[config.mk]
export PLATFORM = sky130hd
export DESIGN_NAME = word_stream_hash64
export DESIGN_NICKNAME = d
export VERILOG_FILES = /design/src/hdl/wsh_pkg.sv /design/src/hdl/wsh_front.sv /design/src/hdl/wsh_queue.sv /design/src/hdl/wsh_back.sv /design/src/hdl/word_stream_hash64.sv
export SDC_FILE = /design/constraint.sdc
export NUM_CORES = 2
export LEC_CHECK = 0
export ABC_AREA = 1
export ABC_CLOCK_PERIOD_IN_PS = 14700
export CORE_AREA = 2 2 374 376
export DETAILED_ROUTE_END_ITERATION = 7
export DIE_AREA = 0 0 376 378
export DONT_BUFFER_PORTS = 1
export PLACE_DENSITY_LB_ADDON = 0.2
export SETUP_SLACK_MARGIN = 0.3
export SLEW_MARGIN = 10
export SYNTH_ARGS = -nofsm -noshare
export SYNTH_HDL_FRONTEND = slang
export SYNTH_SLANG_ARGS = --single-unit
[constraint.sdc]
create_clock -name clock -period 14.7 [get_ports clock]
set_clock_uncertainty 0.2 [all_clocks]
set_input_delay 0.735 -clock clock [delete_from_list [all_inputs] [get_ports clock]]
set_output_delay 0.735 -clock clock [all_outputs]
set_load 0.05 [all_outputs]
[src/hdl/wsh_pkg.sv]
// Shared types, constants and helpers for the 64-bit word stream hash.
`default_nettype none

package wsh_pkg;

   localparam logic [31:0] HASH_MULT = 32'h5bd1e995;

   localparam int unsigned MIX_SHIFT = 24;
   localparam int unsigned FIN_SHIFT_A = 18;
   localparam int unsigned FIN_SHIFT_B = 22;
   localparam int unsigned FIN_SHIFT_C = 17;
   localparam int unsigned FIN_SHIFT_D = 19;

   typedef enum logic [1:0] {
      OP_NONE = 2'd0,
      OP_TAIL = 2'd1,
      OP_FULL = 2'd2
   } op_kind_type;

   typedef struct packed {
      op_kind_type kind;
      logic        first;
      logic        last;
      logic [31:0] start_value;
      logic [31:0] operand;
   } queue_entry_type;

   // Keep the low bytes of a partial word (1 to 3 bytes).
   function automatic logic [31:0] tail_mask(input logic [1:0] bytes);
      logic [31:0] mask;
      unique case (bytes)
         2'd1:    mask = 32'h0000_00ff;
         2'd2:    mask = 32'h0000_ffff;
         2'd3:    mask = 32'h00ff_ffff;
         default: mask = 32'h0000_0000;
      endcase
      return mask;
   endfunction

endpackage

`default_nettype wire

[src/hdl/wsh_front.sv]
// Front end: accepts words, classifies them and premixes full words.
`default_nettype none

module wsh_front
   import wsh_pkg::*;
(
   input  wire logic            clock,
   input  wire logic            reset,
   input  wire logic [31:0]     seed,
   input  wire logic [31:0]     req_data_word,
   input  wire logic [2:0]      req_byte_count,
   input  wire logic            req_first_item,
   input  wire logic            req_last_item,
   input  wire logic [30:0]     req_total_length,
   input  wire logic            req_valid,
   output logic                 req_stall,
   input  wire logic            queue_full,
   output logic                 queue_push,
   output queue_entry_type      queue_entry
);

   typedef enum logic [2:0] {
      F_IDLE = 3'b001,
      F_MUL  = 3'b010,
      F_PUSH = 3'b100
   } front_state_type;

   front_state_type state_ff, state_in;

   logic [31:0] word_ff, word_in;
   logic [31:0] prod_ff, prod_in;
   logic [31:0] start_ff, start_in;
   logic [1:0]  count_ff, count_in;
   op_kind_type kind_ff, kind_in;
   logic        first_ff, first_in;
   logic        last_ff, last_in;

   logic        ready;
   logic        accept;
   logic [31:0] premix;
   logic [31:0] mixed;

   assign ready = (state_ff == F_IDLE) || ((state_ff == F_PUSH) && !queue_full);
   assign accept = req_valid && ready;
   assign req_stall = !ready;
   assign queue_push = (state_ff == F_PUSH) && !queue_full;

   assign premix = prod_ff ^ (prod_ff >> MIX_SHIFT);
   assign mixed = premix * HASH_MULT;

   always_comb begin
      queue_entry.kind = kind_ff;
      queue_entry.first = first_ff;
      queue_entry.last = last_ff;
      queue_entry.start_value = start_ff;
      queue_entry.operand = (kind_ff == OP_FULL) ? mixed : (word_ff & tail_mask(count_ff));
   end

   always_comb begin
      state_in = state_ff;
      word_in = word_ff;
      prod_in = prod_ff;
      start_in = start_ff;
      count_in = count_ff;
      kind_in = kind_ff;
      first_in = first_ff;
      last_in = last_ff;

      if (accept) begin
         word_in = req_data_word;
         count_in = req_byte_count[1:0];
         first_in = req_first_item;
         last_in = req_last_item;
         start_in = seed ^ {1'b0, req_total_length};
         if (req_byte_count[2]) begin
            kind_in = OP_FULL;
         end else if (req_byte_count[1:0] != 2'd0) begin
            kind_in = OP_TAIL;
         end else begin
            kind_in = OP_NONE;
         end
      end

      if (state_ff == F_MUL) begin
         prod_in = word_ff * HASH_MULT;
      end

      unique case (state_ff)
         F_IDLE: begin
            if (accept) begin
               state_in = F_MUL;
            end
         end
         F_MUL: begin
            state_in = F_PUSH;
         end
         F_PUSH: begin
            if (!queue_full) begin
               state_in = accept ? F_MUL : F_IDLE;
            end
         end
         default: begin
            state_in = F_IDLE;
         end
      endcase
   end

   always_ff @(posedge clock) begin
      if (reset) begin
         state_ff <= F_IDLE;
      end else begin
         state_ff <= state_in;
      end
      word_ff <= word_in;
      prod_ff <= prod_in;
      start_ff <= start_in;
      count_ff <= count_in;
      kind_ff <= kind_in;
      first_ff <= first_in;
      last_ff <= last_in;
   end

endmodule

`default_nettype wire

[src/hdl/wsh_queue.sv]
// Short FIFO of classified words between the front and back ends.
`default_nettype none

module wsh_queue
   import wsh_pkg::*;
#(
   parameter int unsigned DEPTH = 2
) (
   input  wire logic            clock,
   input  wire logic            reset,
   input  wire logic            push,
   input  wire queue_entry_type push_entry,
   output logic                 full,
   input  wire logic            pop,
   output logic                 head_valid,
   output queue_entry_type      head_entry
);

   localparam int unsigned IdxW = (DEPTH > 1) ? $clog2(DEPTH) : 1;
   localparam int unsigned CntW = $clog2(DEPTH + 1);

   queue_entry_type entries_ff [DEPTH];

   logic [IdxW-1:0] wr_ptr_ff, wr_ptr_in;
   logic [IdxW-1:0] rd_ptr_ff, rd_ptr_in;
   logic [CntW-1:0] count_ff, count_in;

   assign full = (count_ff == CntW'(DEPTH));
   assign head_valid = (count_ff != '0);
   assign head_entry = entries_ff[rd_ptr_ff];

   always_comb begin
      wr_ptr_in = wr_ptr_ff;
      rd_ptr_in = rd_ptr_ff;
      count_in = count_ff;
      if (push) begin
         wr_ptr_in = (wr_ptr_ff == IdxW'(DEPTH - 1)) ? '0 : wr_ptr_ff + 1'b1;
      end
      if (pop) begin
         rd_ptr_in = (rd_ptr_ff == IdxW'(DEPTH - 1)) ? '0 : rd_ptr_ff + 1'b1;
      end
      if (push && !pop) begin
         count_in = count_ff + 1'b1;
      end else if (pop && !push) begin
         count_in = count_ff - 1'b1;
      end
   end

   always_ff @(posedge clock) begin
      if (reset) begin
         wr_ptr_ff <= '0;
         rd_ptr_ff <= '0;
         count_ff <= '0;
      end else begin
         wr_ptr_ff <= wr_ptr_in;
         rd_ptr_ff <= rd_ptr_in;
         count_ff <= count_in;
      end
      if (push) begin
         entries_ff[wr_ptr_ff] <= push_entry;
      end
   end

endmodule

`default_nettype wire

[src/hdl/wsh_back.sv]
// Back end: accumulator recurrence, finalization and result register.
`default_nettype none

module wsh_back
   import wsh_pkg::*;
(
   input  wire logic            clock,
   input  wire logic            reset,
   input  wire logic            head_valid,
   input  wire queue_entry_type head_entry,
   output logic                 pop,
   output logic                 rsp_valid,
   input  wire logic            rsp_stall,
   output logic [63:0]          rsp_hash_value
);

   typedef enum logic [2:0] {
      B_IDLE = 3'b001,
      B_FIN  = 3'b010,
      B_EMIT = 3'b100
   } back_state_type;

   localparam logic [1:0] LAST_STEP = 2'd3;

   back_state_type state_ff, state_in;

   logic [31:0] acc_high_ff, acc_high_in;
   logic [31:0] acc_low_ff, acc_low_in;
   logic        parity_ff, parity_in;
   logic [31:0] fin_high_ff, fin_high_in;
   logic [31:0] fin_low_ff, fin_low_in;
   logic [1:0]  step_ff, step_in;
   logic        rsp_valid_ff, rsp_valid_in;
   logic [63:0] hash_ff, hash_in;

   logic [31:0] base_high;
   logic [31:0] base_low;
   logic        base_parity;
   logic [31:0] mul_a;
   logic [31:0] mul_p;

   assign pop = (state_ff == B_IDLE) && head_valid;
   assign rsp_valid = rsp_valid_ff;
   assign rsp_hash_value = hash_ff;

   assign base_high = head_entry.first ? head_entry.start_value : acc_high_ff;
   assign base_low = head_entry.first ? 32'd0 : acc_low_ff;
   assign base_parity = head_entry.first ? 1'b0 : parity_ff;

   // One shared multiplier for the recurrence and the finalizer steps.
   always_comb begin
      if (state_ff == B_FIN) begin
         unique case (step_ff)
            2'd0:    mul_a = fin_high_ff ^ (fin_low_ff >> FIN_SHIFT_A);
            2'd1:    mul_a = fin_low_ff ^ (fin_high_ff >> FIN_SHIFT_B);
            2'd2:    mul_a = fin_high_ff ^ (fin_low_ff >> FIN_SHIFT_C);
            default: mul_a = fin_low_ff ^ (fin_high_ff >> FIN_SHIFT_D);
         endcase
      end else if (head_entry.kind == OP_TAIL) begin
         mul_a = base_low ^ head_entry.operand;
      end else if (!base_parity) begin
         mul_a = base_high;
      end else begin
         mul_a = base_low;
      end
   end

   assign mul_p = mul_a * HASH_MULT;

   always_comb begin
      state_in = state_ff;
      acc_high_in = acc_high_ff;
      acc_low_in = acc_low_ff;
      parity_in = parity_ff;
      fin_high_in = fin_high_ff;
      fin_low_in = fin_low_ff;
      step_in = step_ff;
      rsp_valid_in = rsp_valid_ff && rsp_stall;
      hash_in = hash_ff;

      unique case (state_ff)
         B_IDLE: begin
            if (head_valid) begin
               acc_high_in = base_high;
               acc_low_in = base_low;
               parity_in = base_parity;
               unique case (head_entry.kind)
                  OP_FULL: begin
                     if (!base_parity) begin
                        acc_high_in = mul_p ^ head_entry.operand;
                     end else begin
                        acc_low_in = mul_p ^ head_entry.operand;
                     end
                     parity_in = !base_parity;
                  end
                  OP_TAIL: begin
                     acc_low_in = mul_p;
                  end
                  default: begin
                  end
               endcase
               if (head_entry.last) begin
                  fin_high_in = acc_high_in;
                  fin_low_in = acc_low_in;
                  step_in = 2'd0;
                  state_in = B_FIN;
               end
            end
         end
         B_FIN: begin
            if (step_ff[0]) begin
               fin_low_in = mul_p;
            end else begin
               fin_high_in = mul_p;
            end
            step_in = step_ff + 1'b1;
            if (step_ff == LAST_STEP) begin
               state_in = B_EMIT;
            end
         end
         B_EMIT: begin
            if (!rsp_valid_ff || !rsp_stall) begin
               rsp_valid_in = 1'b1;
               hash_in = {fin_high_ff, fin_low_ff};
               state_in = B_IDLE;
            end
         end
         default: begin
            state_in = B_IDLE;
         end
      endcase
   end

   always_ff @(posedge clock) begin
      if (reset) begin
         state_ff <= B_IDLE;
         acc_high_ff <= '0;
         acc_low_ff <= '0;
         parity_ff <= 1'b0;
         step_ff <= '0;
         rsp_valid_ff <= 1'b0;
      end else begin
         state_ff <= state_in;
         acc_high_ff <= acc_high_in;
         acc_low_ff <= acc_low_in;
         parity_ff <= parity_in;
         step_ff <= step_in;
         rsp_valid_ff <= rsp_valid_in;
      end
      fin_high_ff <= fin_high_in;
      fin_low_ff <= fin_low_in;
      hash_ff <= hash_in;
   end

   a_fin_to_emit: assert property (@(posedge clock) disable iff (reset)
      (state_ff == B_FIN && step_ff == LAST_STEP) |=> (state_ff == B_EMIT))
      else $error("finalizer did not hand over to emit");

   a_full_toggles_parity: assert property (@(posedge clock) disable iff (reset)
      (pop && head_entry.kind == OP_FULL && !head_entry.first)
      |=> (parity_ff != $past(parity_ff)))
      else $error("full word did not toggle accumulator parity");

   a_acc_hold_in_fin: assert property (@(posedge clock) disable iff (reset)
      (state_ff == B_FIN) |=> ($stable(acc_high_ff) && $stable(acc_low_ff)))
      else $error("accumulators changed during finalization");

   a_rsp_from_emit: assert property (@(posedge clock) disable iff (reset)
      $rose(rsp_valid_ff) |-> $past(state_ff == B_EMIT))
      else $error("result raised outside emit");

endmodule

`default_nettype wire

[src/hdl/word_stream_hash64.sv]
// Top level of the streaming 64-bit word hash: seed register, front, queue, back.
//
//   channel | direction | handshake            | payload
//   req     | in        | req_valid/req_stall  | data_word, byte_count, first/last, length
//   rsp     | out       | rsp_valid/rsp_stall  | hash_value (64)
//   csr     | in        | csr_write_enable     | csr_write_data (seed)
//
// Front captures a word, then runs the first mix multiply while req stalls; the
// second runs at the push, overlapped with the next capture; a full queue holds both.
// Back folds one queued word per cycle while idle; a last word then runs the finalizer
// steps and the emit step; fold and finalizer share one 32x32 multiplier.
// Reset is synchronous: clears queue, state machines, accumulators and seed.
// Stalls on rsp are absorbed by the result register and the queue before req stalls.
`default_nettype none

module word_stream_hash64
   import wsh_pkg::*;
#(
   parameter int unsigned QUEUE_DEPTH = 2
) (
   input  wire logic        clock,
   input  wire logic        reset,
   input  wire logic [31:0] req_data_word,
   input  wire logic [2:0]  req_byte_count,
   input  wire logic        req_first_item,
   input  wire logic        req_last_item,
   input  wire logic [30:0] req_total_length,
   input  wire logic        req_valid,
   output logic             req_stall,
   output logic [63:0]      rsp_hash_value,
   output logic             rsp_valid,
   input  wire logic        rsp_stall,
   input  wire logic        csr_write_enable,
   input  wire logic [31:0] csr_write_data
);

   logic [31:0]     seed_ff, seed_in;
   logic            queue_full;
   logic            queue_push;
   queue_entry_type queue_entry;
   logic            queue_pop;
   logic            head_valid;
   queue_entry_type head_entry;

   assign seed_in = csr_write_enable ? csr_write_data : seed_ff;

   always_ff @(posedge clock) begin
      if (reset) begin
         seed_ff <= '0;
      end else begin
         seed_ff <= seed_in;
      end
   end

   wsh_front u_front (
      .clock            (clock),
      .reset            (reset),
      .seed             (seed_ff),
      .req_data_word    (req_data_word),
      .req_byte_count   (req_byte_count),
      .req_first_item   (req_first_item),
      .req_last_item    (req_last_item),
      .req_total_length (req_total_length),
      .req_valid        (req_valid),
      .req_stall        (req_stall),
      .queue_full       (queue_full),
      .queue_push       (queue_push),
      .queue_entry      (queue_entry)
   );

   wsh_queue #(
      .DEPTH (QUEUE_DEPTH)
   ) u_queue (
      .clock      (clock),
      .reset      (reset),
      .push       (queue_push),
      .push_entry (queue_entry),
      .full       (queue_full),
      .pop        (queue_pop),
      .head_valid (head_valid),
      .head_entry (head_entry)
   );

   wsh_back u_back (
      .clock          (clock),
      .reset          (reset),
      .head_valid     (head_valid),
      .head_entry     (head_entry),
      .pop            (queue_pop),
      .rsp_valid      (rsp_valid),
      .rsp_stall      (rsp_stall),
      .rsp_hash_value (rsp_hash_value)
   );

endmodule

`default_nettype wire

==> metrics.csv <==
stage,metric,value,unit
final_layout,fin util,38.3,%
global_route,met1 usage,30.4,%
critical_path,Worst setup EP type,flip-flop,
die,# rows,137,
sta,Final period util,74.1,%
route,WL/cell,21.6,um
global_route,largest net degree at the start of global routing,74,
clock_network,"Reg clk slew, reported paths",0.06,ns
synthesis,async set or reset register ratio after synthesis,0,%
synthesis,"Net Count, Synth",6402,
route,via count,34648,
clock_network,clk_lat worst skew,0.70,ns
hold_path,Worst Hold Class,primary input to flip-flop,
die,die height,378,um
run,Max-cap violations,0,
global_route,GRT busiest layer,met2,
route,Residual DRC,0,
clock_network,Sink Count,477,
clock_network,H-tree depth,2,
synthesis,Mapped Cells,5110,
clock_network,CTS max path bufs,3,
global_route,vias in the first global route,35164,
sta,minimum clock period,10.89,ns
placement,DP Worst Slack,3.84,ns
synthesis,ranking of synthesized cells by area,"edfxtp_1 (23%), fa_1 (22%), ha_1 (17%)",
synthesis,"flops & latches, synth",477,
route,Final Routed Wirelength,152000,um
sta,Setup TNS,0,ns
sta,worst hold slack,0.0538,ns
critical_path,CP most frequent cell,inv_1,
placement,Port Buffer Count,0,
sta,"Hold Violations, Final",0,
global_route,antenna violations before repair,5,
status,status,completed,
synthesis,Post-Syn Area,47900,sq um
final_layout,Top reg by flops,u_queue.entries_ff,
final_layout,layout cells sized above 1,4.14,%
global_route,global-route usage over all layers,21.6,%
synthesis,YS warnings,0,
route,drt pass-1 iters,6,
global_route,met3 Use GR,2.66,%
clock_network,CTS Buf Count,60,
clock_network,Root Driver,clkbuf_16,
die,core area,139000,sq um
global_route,M2 GR Usage,35.2,%
critical_path,worst-path cell with the longest stage delay,dfxtp_4,
placement,final RePlAce weighted congestion,0.909,
clock_network,CTS tree,done,
synthesis,"Avg Cell Area, Syn",9.38,sq um
route,Post-DRT Antenna Nets,0,
sta,Achievable Freq,91.9,MHz
clock_network,post_cts resized,0,
final_layout,number of flip-flops under the largest register name,136,
global_route,grt ovf,0,
sta,slew margin rel.,23.3,%
final_layout,Antenna Cells,0,
sta,worst slew pin tran,1.14,ns
final_layout,Layout fillers,13896,
critical_path,critical path type,flip-flop to flip-flop,
hold_path,hold_sp,req_valid,
critical_path,Required @ worst endpoint,14.90,ns
synthesis,post-synthesis sequential area ratio,27.6,%
sta,RSZ-0062 raised after global routing,no,
die,die width,376,um
die,Die ar.,142000,sq um
synthesis,Synth cell types,57,
critical_path,max incr delay on CP,0.64,ns
die,number of I/O pins,171,
placement,DP HPWL,120000,um
critical_path,Setup crit start kind,flip-flop,
critical_path,worst-path fanout max,53,
sta,min setup slack post-route,3.81,ns
sta,# setup viols final,0,
synthesis,number of enable flip-flop cells after synthesis,366,
route,Via-to-Cell Ratio,4.91,
final_layout,Area Overhead vs Synth,10.5,%
die,Initial Utilization,34.6,%
synthesis,dominant cell type by area after synthesis,edfxtp_1,
critical_path,Worst EP arrival,11.09,ns
final_layout,Final #Nets,6486,
sta,Max Slew Vio Count,0,
route,DR iter-0 viols,2894,
global_route,first-pass GRT wire length,228000,um
clock_network,postcts setup bufs,0,
synthesis,Synth Flop Type,edfxtp_1,
synthesis,top-area cell type share of the netlist area,22.9,%
[synthesized netlist by cell type, drive strengths merged, types with 9 or more instances]
library cell / count
or2: 33
inv: 1238
o31ai: 13
o22ai: 17
nor2: 263
o21bai: 9
clkbuf: 84
xnor2: 89
ha: 650
dfxtp: 111
nand4: 18
nand2: 656
nor3: 16
nand3: 152
edfxtp: 366
a22oi: 18
o21ai: 361
fa: 537
xor2: 129
a21o: 10
a21oi: 208
buf: 31
o211ai: 24
a31oi: 29
[through the flow]
| stage | cells | instance area [sq um] |
|---|---|---|
| finish | 7053 | 53000 |
| detailed placement | 6854 | 50200 |
| floorplan | 5110 | 47900 |
| CTS | 7053 | 53000 |
| global route | 7053 | 53000 |
| global placement | 6854 | 50200 |
[cell usage in the layout (no fill, tap or decap), types with 8 or more instances in the layout]
| cell type | netlist | final |
|---|---|---|
| inv_1 | 1231 | 1231 |
| ha_1 | 650 | 650 |
| nand2_1 | 646 | 646 |
| fa_1 | 537 | 537 |
| edfxtp_1 | 366 | 366 |
| o21ai_0 | 345 | 345 |
| nor2_1 | 263 | 256 |
| a21oi_1 | 205 | 204 |
| nand3_1 | 149 | 149 |
| xor2_1 | 129 | 129 |
| dfxtp_1 | 111 | 110 |
| xnor2_1 | 89 | 89 |
| dlygate4sd3_1 | 0 | 85 |
| clkbuf_16 | 0 | 60 |
| buf_4 | 2 | 52 |
| or2_2 | 33 | 33 |
| a31oi_1 | 29 | 29 |
| o211ai_1 | 24 | 24 |
| nand4_1 | 18 | 18 |
| a22oi_1 | 18 | 18 |
| o22ai_1 | 17 | 17 |
| nor3_1 | 16 | 16 |
| o21ai_1 | 14 | 14 |
| clkinv_1 | 6 | 13 |
| o31ai_1 | 13 | 13 |
| clkinv_2 | 0 | 13 |
| clkbuf_1 | 84 | 11 |
| a21o_1 | 10 | 10 |
| inv_2 | 6 | 8 |
| o21bai_1 | 8 | 8 |
[layer usage]
layer  part of all wire, %  vias up
met4                   2.7        2
met2                    46     1050
met5                0.0085        -
li1                      -    16377
met3                   5.7      172
met1                    45    17047
[final timing paths]
kind                                         endpoint  depth (start not counted)  slack [ns]
worst min-delay path              u_front.state_ff[1]                          2        0.05
worst max-delay path            u_back.fin_low_ff[29]                         40        3.81
worst max register to register  u_back.fin_low_ff[29]                         40        3.81
worst min register to register              flip-flop                          1        0.20
[critical path: cells and delay by family (launching register included)]
family / cells / cell delay (ns)
buf+inv: 13 / 2.55
compound gates: 8 / 1.66
flops: 1 / 0.64
simple gates: 7 / 0.83
xor+xnor: 2 / 0.55
fa+ha+maj: 10 / 4.11
[kinds of logic (layout without fill, tap and decap cells)]
| kind of cell | after synthesis | in the layout | synth area share, % |
|---|---|---|---|
| AOI/OAI and AO/OA | 718 | 718 | 8.27 |
| xor gates and xnor gates | 219 | 219 | 4.03 |
| adders and majority gates | 1187 | 1187 | 39.4 |
| buffers and inverters | 1359 | 1495 | 10.8 |
| DFF | 477 | 477 | 27.6 |
| muxes | 4 | 4 | 0.0835 |
| and+or+nand+nor | 1146 | 1146 | 9.89 |
[repair_timing]
item / CTS / global route
endpoints found under the setup margin: 0 / 0
endpoints found under the hold margin: 75 / 0
hold buffers: 85 / 0
[cell type report]
class	instances	area, sq um	share of cell area, %
inverter	1244	4680	8.82
timing repair buffer	137	1240	2.34
clock buffer	71	1540	2.91
clock inverter	43	455	0.859
tap	1807	2260	4.27
sequential	477	13200	24.9
multi-input combinational	3274	29600	55.9
Power is not shown: default switching activity piles up to over one toggle a cycle in this logic, so the estimate is an artifact.
